--- config.mk ---
export PLATFORM = sky130hd
export DESIGN_NAME = pes_controller
export DESIGN_NICKNAME = d
export VERILOG_FILES = /design/src/rtl/pes_pkg.sv /design/src/rtl/pes_controller.sv
export SDC_FILE = /design/constraint.sdc
export NUM_CORES = 1
export LEC_CHECK = 0
export CAP_MARGIN = 10
export CORE_MARGIN = 5
export CORE_UTILIZATION = 54
export DETAILED_ROUTE_END_ITERATION = 6
export DONT_BUFFER_PORTS = 1
export PLACE_DENSITY_LB_ADDON = 0.15
export SLEW_MARGIN = 0
export SYNTH_ARGS = -nofsm -noshare
export SYNTH_HDL_FRONTEND = slang
export SYNTH_SLANG_ARGS = --single-unit
--- constraint.sdc ---
create_clock -name clk -period 1.6 [get_ports clk]
set_clock_uncertainty 0.15 [all_clocks]
set_input_delay 0.16 -clock clk [delete_from_list [all_inputs] [get_ports clk]]
set_output_delay 0.16 -clock clk [all_outputs]
set_load 0.005 [all_outputs]
--- src/rtl/pes_pkg.sv ---
package pes_pkg;

  localparam int MAX_VERTS_DEF   = 16;
  localparam int COORD_WIDTH_DEF = 24;

  localparam int EDGE_NUM_W = 6;
  localparam int COEF_W     = 16;
  localparam int CONST_W    = 28;
  localparam int FRAC_BITS  = 14;
  // quotient of 2^30 * u^2 / (u^2 + w^2), and its square root
  localparam int QUO_W      = 31;
  localparam int DIV_STEPS  = 30;
  localparam int ROOT_STEPS = 16;
  localparam int STEP_W     = 5;

  typedef enum logic [3:0] {
    ST_IDLE,
    ST_READ,
    ST_DIFF,
    ST_OFFS,
    ST_DOT,
    ST_SIGN,
    ST_SQ,
    ST_DIVINIT,
    ST_DIV,
    ST_RINIT,
    ST_ROOT,
    ST_UNIT,
    ST_CMUL,
    ST_CFIN,
    ST_OUT
  } state_t;

  typedef enum logic [3:0] {
    DP_NOP,
    DP_LOAD,
    DP_READ,
    DP_DIFF,
    DP_OFFS,
    DP_DOT,
    DP_SIGN,
    DP_SQ,
    DP_DIVINIT,
    DP_DIV,
    DP_RINIT,
    DP_ROOT,
    DP_UNIT,
    DP_CMUL,
    DP_CFIN,
    DP_CLEAR
  } dp_op_t;

  typedef struct packed {
    dp_op_t op;
  } dp_cmd_t;

  typedef struct packed {
    logic last_edge;
  } dp_status_t;

endpackage

--- src/rtl/pes_controller.sv ---
module pes_controller #(
  parameter int MAX_VERTS = pes_pkg::MAX_VERTS_DEF
) (
  input  logic                           clk,
  input  logic                           rst,
  input  logic                           in_valid,
  input  logic                           in_final,
  output logic                           in_ready,
  output logic                           out_valid,
  input  logic                           out_ready,
  output pes_pkg::dp_cmd_t               cmd,
  output logic [$clog2(MAX_VERTS+1)-1:0] edge_idx,
  input  pes_pkg::dp_status_t            status
);
  localparam int CNTW = $clog2(MAX_VERTS+1);

  pes_pkg::state_t state, state_next;
  logic [CNTW-1:0] edge_idx_next;
  logic [pes_pkg::STEP_W-1:0] step, step_next;

  always_ff @(posedge clk) begin
    if (rst) begin
      state    <= pes_pkg::ST_IDLE;
      edge_idx <= '0;
      step     <= '0;
    end else begin
      state    <= state_next;
      edge_idx <= edge_idx_next;
      step     <= step_next;
    end
  end

  always_comb begin
    state_next    = state;
    edge_idx_next = edge_idx;
    step_next     = step;
    cmd.op        = pes_pkg::DP_NOP;
    in_ready      = 1'b0;
    out_valid     = 1'b0;
    unique case (state)
      pes_pkg::ST_IDLE: begin
        in_ready = 1'b1;
        if (in_valid) begin
          cmd.op = pes_pkg::DP_LOAD;
          if (in_final) begin
            edge_idx_next = '0;
            state_next    = pes_pkg::ST_READ;
          end
        end
      end
      pes_pkg::ST_READ: begin
        cmd.op     = pes_pkg::DP_READ;
        state_next = pes_pkg::ST_DIFF;
      end
      pes_pkg::ST_DIFF: begin
        cmd.op     = pes_pkg::DP_DIFF;
        state_next = pes_pkg::ST_OFFS;
      end
      pes_pkg::ST_OFFS: begin
        cmd.op     = pes_pkg::DP_OFFS;
        state_next = pes_pkg::ST_DOT;
      end
      pes_pkg::ST_DOT: begin
        cmd.op     = pes_pkg::DP_DOT;
        state_next = pes_pkg::ST_SIGN;
      end
      pes_pkg::ST_SIGN: begin
        cmd.op     = pes_pkg::DP_SIGN;
        state_next = pes_pkg::ST_SQ;
      end
      pes_pkg::ST_SQ: begin
        cmd.op     = pes_pkg::DP_SQ;
        state_next = pes_pkg::ST_DIVINIT;
      end
      pes_pkg::ST_DIVINIT: begin
        cmd.op     = pes_pkg::DP_DIVINIT;
        step_next  = '0;
        state_next = pes_pkg::ST_DIV;
      end
      pes_pkg::ST_DIV: begin
        cmd.op    = pes_pkg::DP_DIV;
        step_next = step + pes_pkg::STEP_W'(1);
        if (step == pes_pkg::STEP_W'(pes_pkg::DIV_STEPS - 1)) begin
          state_next = pes_pkg::ST_RINIT;
        end
      end
      pes_pkg::ST_RINIT: begin
        cmd.op     = pes_pkg::DP_RINIT;
        step_next  = '0;
        state_next = pes_pkg::ST_ROOT;
      end
      pes_pkg::ST_ROOT: begin
        cmd.op    = pes_pkg::DP_ROOT;
        step_next = step + pes_pkg::STEP_W'(1);
        if (step == pes_pkg::STEP_W'(pes_pkg::ROOT_STEPS - 1)) begin
          state_next = pes_pkg::ST_UNIT;
        end
      end
      pes_pkg::ST_UNIT: begin
        cmd.op     = pes_pkg::DP_UNIT;
        state_next = pes_pkg::ST_CMUL;
      end
      pes_pkg::ST_CMUL: begin
        cmd.op     = pes_pkg::DP_CMUL;
        state_next = pes_pkg::ST_CFIN;
      end
      pes_pkg::ST_CFIN: begin
        cmd.op     = pes_pkg::DP_CFIN;
        state_next = pes_pkg::ST_OUT;
      end
      pes_pkg::ST_OUT: begin
        out_valid = 1'b1;
        if (out_ready) begin
          if (status.last_edge) begin
            cmd.op     = pes_pkg::DP_CLEAR;
            state_next = pes_pkg::ST_IDLE;
          end else begin
            edge_idx_next = edge_idx + CNTW'(1);
            state_next    = pes_pkg::ST_READ;
          end
        end
      end
      default: begin
        state_next = pes_pkg::ST_IDLE;
      end
    endcase
  end

endmodule

==> results.ini <==
[clock_tree]
cts.sinks=14
clk_pin_slew_ns=0.09
cts_made_buffers=3
clock_latency_ns=0.28
clockBufferDepth=2
ctsHtreeMaxLevel=1
root_buffer=clkbuf_4
cts_tree=yes

[timing]
finalSetupTns_ns=0
rsz0062_at_grt=true
drv_slew=0
fin_crit_ns=1.59
hold_violations=0
fin_crit_sh_pct=99.3
setup_slack_ns=0.0114
worstMarginPinSlew_ns=0.535
finalSetupViolCount=0
fmax_ghz=0.629
slew_headroom_pct=64.2

[detailed_routing]
postRouteAntennaNets=0
drt_pre_antenna_iters=4
avgRoutedWirePerCell_um=15.9
drcViolationCount=0
drt_iter0_drc=14
viasPerCell=6.07
routed_wl_um=2340
vias=892

[final_layout]
fin_util_pct=76.4
drive_gt1_share_pct=32.1
final_cells=147
layout.nets=142
layout_common_cells=nor2_1 (14), buf_4 (14), nand2_1 (11), a21oi_1 (11), dfxtp_1 (8)
multi_input_area_um2=597
ff_latch_area_um2=295
diodes=0
nFillCells=106
area_delta_synth_final_pct=33.6

[power]
power_leakage_nw=0.485
peakVddDrop_mv=0.494
power_frac_seq_pct=46.8
pwr-share-comb_pct=21.1
p_int_mw=0.584
pwr-share-clk_pct=32.1
power.density_mw_per_mm2=691
p_sw_share_pct=27.4
power.switching_mw=0.220

[synthesis]
synth-warning-count=0
synthCells=112
ys_seq_area_share_pct=32.2
synth_area_um2=871
syn-num-nets=122
synth_cell_type_count=34
async_flop_share_pct=0
synth_ff_type=dfxtp_1
post_synth.cell_area_avg_um2=7.78
synth_edf_count=0
ys_seq_elements=14

[worst_setup_path]
crit_path_start_kind=flop
worstSetupEndpointType=output port
arrival_ns=1.28
crit_fanout=9
path_class=reg -> out
cp.required_ns=1.29
ff2ff_setup_slack_ns=0.02

[die]
fp.dieH_um=50.2
rows=14
initial_core_util_pct=57.1
dieArea_mm2=0.00252
die_w_um=50.2
ioPinCount=17
fp.coreArea_mm2=0.00152

[place]
place_inst=136
portBuffers=0
gp_congestion=0.794
dp_hpwl_um=1420
place_ws_ns=-0.0272

[grt]
grt_pass1_wl_um=3580
grt_max_degree=14
grt-ovfl-total=0
grt_pass1_vias=839
track_usage_pct=17.9
antenna_found_initial=0

[status]
run_status=complete, no violations

[hold_path]
hold_path_class=in -> reg

[flow_run]
drv_cap=0

## Yosys cell counts, types with 2 or more instances
| library cell | count | share of area [%] |
|---|---|---|
| mux2_2 | 2 | 2.6 |
| nor3_1 | 3 | 1.7 |
| a21o_1 | 2 | 1.7 |
| o21ai_0 | 5 | 2.9 |
| and4b_1 | 2 | 2.3 |
| nand3b_1 | 2 | 1.7 |
| nand3_1 | 4 | 2.3 |
| ha_1 | 4 | 5.7 |
| nor4_1 | 2 | 1.4 |
| nor2b_1 | 2 | 1.4 |
| clkbuf_1 | 5 | 2.2 |
| nand4_1 | 2 | 1.4 |
| a22oi_1 | 2 | 1.7 |
| dfxtp_1 | 14 | 32 |
| buf_2 | 3 | 1.7 |
| nor2_1 | 14 | 6.0 |
| or3b_1 | 2 | 2.0 |
| nand2_1 | 11 | 4.7 |
| a21oi_1 | 13 | 7.5 |
| inv_1 | 4 | 1.7 |
## per-layer routing
metal / part of all wire (%) / vias to the layer above / GRT usage (%)
met5: 0 / - / 0
met4: 2.7 / 0 / 8.30
met3: 3.5 / 6 / 4.73
met2: 52 / 16 / 29.7
met1: 42 / 425 / 21.2
li1: - / 445 / -
## cell families after synthesis
| group | after synthesis | share of synthesized area, % |
|---|---|---|
| AOI/OAI and AO/OA | 29 | 21.6 |
| adders and majority gates | 4 | 5.75 |
| buffers and inverters | 12 | 5.60 |
| DFF | 14 | 32.2 |
| muxes | 2 | 2.59 |
| and+or+nand+nor | 51 | 32.3 |
## power groups by stage
stage	Sequential [mW]	Clock, mW	Combinational (mW)
detailed placement	0.381	0	0.133
global placement	0.381	0	0.129
floorplan	0.376	0	0.0946
global route	0.379	0.296	0.180
finish	0.376	0.258	0.170
CTS	0.375	0.267	0.147
## cell type report
type	count	share of cell area [%]
Inverter	4	1.29
Sequential cell	14	25.4
Tap cell	16	1.72
Clock buffer	4	3.12
Multi-Input combinational cell	86	51.3
Timing Repair Buffer	23	17.2
## sequential cells by signal, summed over array words and instances, names as in the netlist
name,count
edge_idx,5
step,5
state,4
## final timing paths
check | end | cells after the start | startpoint
worst max-delay path | cmd[3] | 4 | state[3]
worst min-delay path | edge_idx[2] | 3 | status
worst max register to register | state[0] | 5 | step[0]
worst min register to register | step[4] | 2 | step[4]
## through the flow
stage	instance area, um2	power (mW)	hold WS, ns
floorplan	875	0.471	0.194
global placement	981	0.510	0.0780
detailed placement	981	0.514	0.0823
CTS	1080	0.790	0.000912
global route	1160	0.855	0.0304
finish	1160	0.805	0.0175
## worst max-delay path, cell delays in order, from the launching register on
cell	delay, ns
dfxtp_2	0.37
buf_6	0.15
and4b_1	0.22
a21oi_2	0.16
nand2_1	0.09
## timing repair
item | 4_1_cts | 5_1_grt
setup buffers | 1 | 1
hold buffers | 4 | 1
pin swaps | 2 | 3
hold endpoints to repair | 14 | 1
resized for setup | 7 | 19
endpoints found under the setup margin | 6 | 8
(Power assumes the default switching activity.)
